==> src/prb_pkg.sv <==
`default_nettype none

package prb_pkg;

    // Fixed field widths
    localparam int FIELD_W = 6;
    localparam int WORD_W  = 32;

    // Sequencer states, one-hot
    typedef enum logic [4:0] {
        S_IDLE  = 5'b00001,
        S_NEXT  = 5'b00010,
        S_FIRST = 5'b00100,
        S_SUM   = 5'b01000,
        S_LOOK  = 5'b10000
    } state_t;

    // Controls from the sequencer to the row store
    typedef struct packed {
        logic rd_en;      // issue a read, data follows in the next cycle
        logic wr_en;      // write this cycle
        logic wr_one;     // write the constant 1, else the saturated sum
        logic load_hold;  // keep the last read word for the next add
    } store_ctrl_t;

endpackage

`default_nettype wire

==> src/prb_row_store.sv <==
`default_nettype none

module prb_row_store #(
    parameter int DEPTH  = 33,
    parameter int ADDR_W = $clog2(DEPTH)
) (
    input  wire logic                        clk,
    input  wire prb_pkg::store_ctrl_t        ctrl,
    input  wire logic [ADDR_W-1:0]           rd_addr,
    input  wire logic [ADDR_W-1:0]           wr_addr,
    output logic      [prb_pkg::WORD_W-1:0]  rd_data
);

    logic [prb_pkg::WORD_W-1:0] mem [DEPTH];
    logic [prb_pkg::WORD_W-1:0] rd_data_reg;
    logic [prb_pkg::WORD_W-1:0] hold_reg;
    logic [prb_pkg::WORD_W:0]   sum_wide;
    logic [prb_pkg::WORD_W-1:0] wr_data;

    // Saturating add of the held word and its left neighbour
    assign sum_wide = {1'b0, hold_reg} + {1'b0, rd_data_reg};

    always_comb
    begin
        if (ctrl.wr_one)
        begin
            wr_data = prb_pkg::WORD_W'(1);
        end
        else if (sum_wide[prb_pkg::WORD_W])
        begin
            wr_data = '1;
        end
        else
        begin
            wr_data = sum_wide[prb_pkg::WORD_W-1:0];
        end
    end

    // Row memory: one write port, one registered read port
    always_ff @(posedge clk)
    begin
        if (ctrl.wr_en)
        begin
            mem[wr_addr] <= wr_data;
        end
        if (ctrl.rd_en)
        begin
            rd_data_reg <= mem[rd_addr];
        end
    end

    // Held copy of the old value of the entry that the add result overwrites
    always_ff @(posedge clk)
    begin
        if (ctrl.load_hold)
        begin
            hold_reg <= rd_data_reg;
        end
    end

    assign rd_data = rd_data_reg;

endmodule

`default_nettype wire

==> src/pascal_row_binomial_unit.sv <==
// Channel   Signals                              Handshake
// -------   ----------------------------------   -----------------------------------
// input     row_number, column_number            start high while busy low
// result    coefficient, range_error             done strobe, one cycle, no stall
//
// Each in-place add reads one word through the single read port of the row memory.
// Rows past MAX_ROW saturate to MAX_ROW. Reset clears the sequencer, the row and
// column registers and the done strobe; the row memory needs no clearing since
// entry 0 is written first.
// The receiver cannot stall; busy holds off the next transaction until done.
`default_nettype none

module pascal_row_binomial_unit #(
    parameter int MAX_ROW = 32
) (
    input  wire logic                         clk,
    input  wire logic                         rst_n,
    input  wire logic                         start,
    output logic                              busy,
    input  wire logic [prb_pkg::FIELD_W-1:0]  row_number,
    input  wire logic [prb_pkg::FIELD_W-1:0]  column_number,
    output logic                              done,
    output logic      [prb_pkg::WORD_W-1:0]   coefficient,
    output logic                              range_error
);

    localparam int DEPTH  = MAX_ROW + 1;
    localparam int ADDR_W = $clog2(DEPTH);

    prb_pkg::state_t state_reg, state_next;
    logic [ADDR_W-1:0]           row_reg, row_next;
    logic [ADDR_W-1:0]           target_reg, target_next;
    logic [ADDR_W-1:0]           idx_reg, idx_next;
    logic [prb_pkg::FIELD_W-1:0] column_reg, column_next;
    logic                        done_reg, done_next;
    logic [prb_pkg::WORD_W-1:0]  coefficient_reg, coefficient_next;
    logic                        range_error_reg, range_error_next;

    prb_pkg::store_ctrl_t        ctrl;
    logic [ADDR_W-1:0]           rd_addr;
    logic [ADDR_W-1:0]           wr_addr;
    logic [prb_pkg::WORD_W-1:0]  rd_data;
    logic [ADDR_W-1:0]           row_inc;
    logic [ADDR_W-1:0]           n_sat;
    logic                        col_error;

    // Clamp requested row to the top of the store
    assign n_sat = (row_number > prb_pkg::FIELD_W'(MAX_ROW))
                 ? ADDR_W'(MAX_ROW) : row_number[ADDR_W-1:0];
    assign row_inc   = row_reg + ADDR_W'(1);
    assign col_error = column_reg > prb_pkg::FIELD_W'(target_reg);

    // Sequencer: rows are built high index down, so every read address sits
    // below the write address of the same cycle and no forwarding is needed
    always_comb
    begin
        state_next       = state_reg;
        row_next         = row_reg;
        target_next      = target_reg;
        idx_next         = idx_reg;
        column_next      = column_reg;
        done_next        = 1'b0;
        coefficient_next = coefficient_reg;
        range_error_next = range_error_reg;
        ctrl             = '0;
        rd_addr          = idx_reg;
        wr_addr          = idx_reg;

        case (state_reg)
            prb_pkg::S_IDLE:
            begin
                if (start)
                begin
                    target_next = n_sat;
                    column_next = column_number;
                    row_next    = '0;
                    ctrl.wr_en  = 1'b1;
                    ctrl.wr_one = 1'b1;
                    wr_addr     = '0;
                    state_next  = prb_pkg::S_NEXT;
                end
            end
            prb_pkg::S_NEXT:
            begin
                if (row_reg == target_reg)
                begin
                    ctrl.rd_en = !col_error;
                    rd_addr    = column_reg[ADDR_W-1:0];
                    state_next = prb_pkg::S_LOOK;
                end
                else
                begin
                    // trailing 1 of the new row goes in now
                    ctrl.wr_en  = 1'b1;
                    ctrl.wr_one = 1'b1;
                    wr_addr     = row_inc;
                    row_next    = row_inc;
                    if (row_inc != ADDR_W'(1))
                    begin
                        ctrl.rd_en = 1'b1;
                        rd_addr    = row_reg;
                        idx_next   = row_reg;
                        state_next = prb_pkg::S_FIRST;
                    end
                end
            end
            prb_pkg::S_FIRST:
            begin
                ctrl.load_hold = 1'b1;
                ctrl.rd_en     = 1'b1;
                rd_addr        = idx_reg - ADDR_W'(1);
                state_next     = prb_pkg::S_SUM;
            end
            prb_pkg::S_SUM:
            begin
                ctrl.wr_en     = 1'b1;
                wr_addr        = idx_reg;
                ctrl.load_hold = 1'b1;
                if (idx_reg == ADDR_W'(1))
                begin
                    state_next = prb_pkg::S_NEXT;
                end
                else
                begin
                    ctrl.rd_en = 1'b1;
                    rd_addr    = idx_reg - ADDR_W'(2);
                    idx_next   = idx_reg - ADDR_W'(1);
                end
            end
            prb_pkg::S_LOOK:
            begin
                done_next        = 1'b1;
                range_error_next = col_error;
                coefficient_next = col_error ? '0 : rd_data;
                state_next       = prb_pkg::S_IDLE;
            end
            default:
            begin
                state_next = prb_pkg::S_IDLE;
            end
        endcase
    end

    // Control state and counters
    always_ff @(posedge clk or negedge rst_n)
    begin
        if (!rst_n)
        begin
            state_reg  <= prb_pkg::S_IDLE;
            row_reg    <= '0;
            column_reg <= '0;
            done_reg   <= 1'b0;
        end
        else
        begin
            state_reg  <= state_next;
            row_reg    <= row_next;
            column_reg <= column_next;
            done_reg   <= done_next;
        end
    end

    // Payload registers
    always_ff @(posedge clk)
    begin
        target_reg      <= target_next;
        idx_reg         <= idx_next;
        coefficient_reg <= coefficient_next;
        range_error_reg <= range_error_next;
    end

    prb_row_store #(
        .DEPTH  (DEPTH),
        .ADDR_W (ADDR_W)
    ) u_store (
        .clk     (clk),
        .ctrl    (ctrl),
        .rd_addr (rd_addr),
        .wr_addr (wr_addr),
        .rd_data (rd_data)
    );

    assign busy        = (state_reg != prb_pkg::S_IDLE);
    assign done        = done_reg;
    assign coefficient = coefficient_reg;
    assign range_error = range_error_reg;

endmodule

`default_nettype wire

==> config.mk <==
export PLATFORM = sky130hd
export DESIGN_NAME = pascal_row_binomial_unit
export DESIGN_NICKNAME = d
export VERILOG_FILES = /design/src/prb_pkg.sv /design/src/prb_row_store.sv /design/src/pascal_row_binomial_unit.sv
export SDC_FILE = /design/constraint.sdc
export NUM_CORES = 2
export LEC_CHECK = 0
export BUFFER_PORTS_ARGS = -buffer_cell sky130_fd_sc_hd__buf_4
export CAP_MARGIN = 5
export CORE_AREA = 2 2 313 315
export DETAILED_ROUTE_END_ITERATION = 12
export DIE_AREA = 0 0 315 317
export GPL_ROUTABILITY_DRIVEN = 0
export PLACE_DENSITY_LB_ADDON = 0.15
export SETUP_SLACK_MARGIN = 0.3
export SYNTH_ARGS = -nofsm -noshare
export SYNTH_HDL_FRONTEND = slang
export SYNTH_HIERARCHICAL = 1
export SYNTH_SLANG_ARGS = --single-unit
==> constraint.sdc <==
create_clock -name clk -period 6 [get_ports clk]
set_input_delay 1.2 -clock clk [delete_from_list [all_inputs] [get_ports clk]]
set_output_delay 1.2 -clock clk [all_outputs]
set_load 0.02 [all_outputs]
# Word-level counts from Yosys, hierarchy flattened

Memories as Yosys holds them, arrays and structs flattened. A register that Yosys moved wholly into a read port is not among the register bits.
Index checks and enable logic that the tools add are counted.

Order comparisons: 2
Add/sub/neg operators: 4
Equal/unequal tests: 14
Reductions and logical operators: 8
Muxes and demuxes: 32

Operator list:

| kind                  | count |
|---|---|
| $mux W32              | 2 |
| $mux W6               | 9 |
| $pmux W6 S2           | 3 |
| $add A32 B32 Y33      | 1 |
| $mux W5               | 4 |
| $pmux W5 S4           | 1 |
| $pmux W6 S3           | 1 |
| $reduce_and A3 Y1     | 3 |
| $ne A2 B2 Y1 const B  | 4 |
| $mux W1               | 7 |
| $add A6 B1 Y6 const B | 1 |
| $eq A6 B1 Y1 const B  | 1 |
| $eq A6 B6 Y1          | 1 |
| $gt A6 B6 Y1          | 1 |
| $gt A6 B6 Y1 const B  | 1 |
| $ne A6 B1 Y1 const B  | 1 |
| $pmux W1 S3           | 2 |
| $sub A6 B1 Y6 const B | 1 |
| $sub A6 B2 Y6 const B | 1 |
| $eq A5 B1 Y1 const B  | 1 |
| $eq A5 B2 Y1 const B  | 1 |
| $eq A5 B3 Y1 const B  | 1 |
| $eq A5 B4 Y1 const B  | 1 |
| $eq A5 B5 Y1 const B  | 1 |
| 8 further kinds       | 10 |

Bits in registers: 95
Memories: 1
Bits of input ports: 15
Logic and storage cells: 70
RAM bits: 1056

Memories:

| name        | words | width | read ports | clocked after memory_dff | write ports | RTL line            | RTL |
|---|---|---|---|---|---|---|---|
| u_store.mem | 33    | 32    | 1          | 1                        | 1           | prb_row_store.sv:14 | `logic [prb_pkg::WORD_W-1:0] mem [DEPTH];` |

# Logic depth before layout (Yosys ltp)

Depth after elaboration: 5
Mapped depth: 15
Mapped depth without buffers: 11

# Modules after synthesis

The synthesis kept the hierarchy.

By module, submodules not included:

| module                   | seq. area each (µm²) | times used | area each (µm²) | cells an instance |
|---|---|---|---|---|
| prb_row_store            | 33632.3              | 1          | 44109.8         | 1960 |
| pascal_row_binomial_unit | 1803.0               | 1          | 3712.3          | 342 |

# Worst setup path after synthesis

Ideal clock, no wire load.

Path kind: input to register
Start point: in start
End point: mem u_store/mem[25][0] (netlist bit), enable pin
Path buffers: 0
Slack: 1.669 ns
Data required time: 5.579 ns
Arrival: 3.910 ns
Stages on the path: 8
Cell sequence: inv_1 or2_1 inv_1 nor2_1 inv_1 o22ai_1 or3b_2 nor2_1

Elaborated cells on any way between the ends: 6

RTL lines:

| item           | RTL line                       | RTL |
|---|---|---|
| from (decl)    | pascal_row_binomial_unit.sv:18 | `input wire logic start,` |
| $mux W6        | pascal_row_binomial_unit.sv:72 | `if (start)` |
| $pmux W6 S2    | pascal_row_binomial_unit.sv:69 | `case (state_reg)` |
| via wr_addr[0] | pascal_row_binomial_unit.sv:41 | `logic [ADDR_W-1:0] wr_addr;` |
| to (decl)      | prb_row_store.sv:14            |  |

The timed path passes the listed nets, and every way through them passes these cells.

# Final worst setup path

Start point: reg idx_reg[1]
End point: reg u_store.rd_data_reg, in the netlist u_store/rd_data[27] (read register of u_store.mem), data pin

Longest elaborated chain between the ends: 3
Elaborated cells on any way between the ends: 9

RTL lines:

| item                                                 | RTL line                                                         | RTL |
|---|---|---|
| from (decl)                                          | pascal_row_binomial_unit.sv:33                                   | `logic [ADDR_W-1:0] idx_reg, idx_next;` |
| from (signal assigned)                               | pascal_row_binomial_unit.sv:167                                  | `idx_reg <= idx_next;` |
| $sub A6 B2 Y6 / $eq A6 B1 Y1 (equally long branches) | pascal_row_binomial_unit.sv:126, pascal_row_binomial_unit.sv:119 |  |
| $mux W6                                              | pascal_row_binomial_unit.sv:119                                  | `if (idx_reg == ADDR_W'(1))` |
| $pmux W6 S3 *                                        | pascal_row_binomial_unit.sv:69                                   |  |
| via rd_addr[2]                                       | pascal_row_binomial_unit.sv:40                                   | `logic [ADDR_W-1:0] rd_addr;` |
| to (decl)                                            | prb_row_store.sv:15                                              | `logic [prb_pkg::WORD_W-1:0] rd_data_reg;` |

The timed path passes the listed nets; every way through them passes the cells marked *.
A chain may end at the register's enable or synchronous reset.

==> flow_summary.ini <==
[route]
drt-pass1-iter-count = 7
totalWireLength_um = 108000
drtIter0Drc = 2097
drc = 0
via_count = 23080
ant_nets = 0
routedWlPerCell_um = 28.2
vias_per_cell = 6.04

[sta]
fin_tns_setup_ns = 0
rsz0062_at_grt = no
max_freq_ghz = 0.207
relSlewSlack = 0.170
clock_skew_ns = 0.0311
tightest_slew_ns = 1.24
hold-worst-slack_ns = 0.388
finalCriticalPeriod_ns = 4.82
finalSetupViolCount = 0
hold_viol_final = 0
timing.final.crit_share = 0.803
drv_slew = 0

[yosys]
ys_ff_latch = 1183
ys_seq_area_frac = 0.741
synth_most_common_cell = edfxtp_1
syn_nets = 2362
yosysWarnings = 6
syn_inst = 2302
synth_edf_count = 1165
synthTopCellsByArea = edfxtp_1, mux4_2, ha_1
synth_area_per_cell_um2 = 20.8
yosys.area.top_type = edfxtp_1
ys_async_sr_fraction = 0.0152
ys.flop_type = edfxtp_1
synth_area_um2 = 47800
synth.top_cell.area_share = 0.732
ys_types = 90
synth_common_cells = edfxtp_1, mux4_2, nand2_1, a21oi_1, nor2_1

[global_route]
grt_first_pass_wirelength_um = 160000
overflow = 0
grt_pass1_vias = 23813
grt_usage = 0.221
antenna_found_initial = 3
grt_max_degree = 65

[critical_path]
path_buf_inv = 2
rr_endpoint = u_store/rd_data[27]
path_cells = inv_1, ha_1, nor2b_1, o41ai_1, o221ai_1, a21oi_1, a221oi_4, buf_4, mux4_2, mux2i_1, o21ai_1
cp.arrival_ns = 5.20
critPathMaxFanout = 12
ff2ff_setup_slack_ns = 1.18
cp-start-kind = register
crit-reg2reg-launch = idx_reg[1]
endpoint_kind = register
slowest_stage = a221oi_4
cpLargestDelayFamily = compound AO/OA/AOI/OAI gates
required_ns = 6.38
critPathKind = reg -> reg
slowest_delay_ns = 1.03
ff2ff_path_depth = 11

[run]
maxCapViolCount = 0

[worst_hold_path]
hold_path_class = in -> async

[outcome]
status = complete, no violations

[floorplan]
num_rows = 114
core_area_um2 = 96300
fp.dieW_um = 315
ioPinCount = 50
initial_core_util = 0.497
die_area_um2 = 99900
fp.dieH_um = 317

[clock_network]
cts.sinks = 1183
path_clk_slew_ns = 0.06
cts_buffer_depth = 3
cts_buffers = 116
post_cts_resized = 0
root_buffer = clkbuf_16
clk_latency_ns = 0.69
post_cts_buffers = 0
h-tree-depth = 3
postCtsHoldBufs = 0
cts_tree = yes

[final_layout]
area_growth_pct = 13.6
diodes = 0
layout.nets = 2508
largest_register_ffs = 1056
layout.cells.non_filler = 3821
layout-drive-gt1-share = 0.288
regMostFlops = u_store/mem

[placement]
place_inst = 3606
place_hpwl_um = 65700
portBuffers = 49

[power_and_ir_drop]
p_leak_nw = 17.3
power_mw = 29.4
vdd_drop_max_v = 0.000285
powerDensity_nw_per_um2 = 542
## kinds of logic after synthesis
group,after synthesis,share of synthesized area
xor gates and xnor gates,40,0.00733
buffers and inverters,145,0.0151
muxes,358,0.159
DFF,1183,0.741
and+or+nand+nor,283,0.0305
AOI/OAI and AO/OA,248,0.0355
adders and majority gates,45,0.0119
## worst max path at each step
stage / startpoint / endpoint / slack [ns] / cells past startpoint
after global placement: start / u_store/mem[17][15] / 1.15 / 10
after CTS: idx_reg[1] / u_store/rd_data[27] / 1.15 / 11
after floorplan: start / u_store/mem[25][0] / 1.67 / 8
after detailed placement: start / u_store/mem[17][15] / 1.05 / 10
after global routing: row_reg[3] / u_store/rd_data[21] / 0.91 / 12
final: idx_reg[1] / u_store/rd_data[27] / 1.18 / 11
## routing by layer
layer	wire, µm	GRT usage	vias up
met5	0	0	-
met4	1900	0.0521	0
met3	7690	0.0419	134
met2	51800	0.352	720
met1	46200	0.319	12348
li1	-	-	9878
## cell usage in the layout (no fill, tap or decap), drive strengths merged, types with 5 or more instances in the layout
cell type,netlist,final
a211oi,8,8
a21boi,5,5
a21o,24,24
a21oi,75,75
a311oi,5,5
a31oi,8,8
and3,9,9
buf,68,146
bufinv,0,7
clkbuf,49,140
clkinv,0,61
dfrtp,17,17
edfxtp,1165,1165
ha,44,44
inv,27,30
mux2i,38,38
mux4,320,320
nand2,89,89
nand3,19,19
nand3b,7,7
nand4,10,10
nor2,68,68
nor2b,43,43
nor3,13,13
o211ai,13,13
o21ai,66,66
xnor2,26,26
xor2,14,14
## area by class of cell
class,instances,area [µm²]
fill,7124,42000
sequential,1183,35400
multi-input combinational,974,12200
clock buffer,140,3010
tap,1276,1600
timing repair buffer,146,1370
clock inverter,75,611
inverter,27,101
## stage by stage
step	instance area (µm²)	utilization	setup WS (ns)
5_1_grt	54300	0.564	0.908
2_1_floorplan	47800	-	1.67
3_5_place_dp	50700	0.527	1.05
6_report	54300	0.564	1.18
4_1_cts	54300	0.564	1.15
3_3_place_gp	50700	0.527	1.15
## report_power, final
group | switching, mW | internal, mW | total (mW)
combinational | 6.67 | 3.99 | 10.7
clock | 3.01 | 3.88 | 6.89
sequential | 0.246 | 11.6 | 11.9
(Power assumes the default switching activity.)
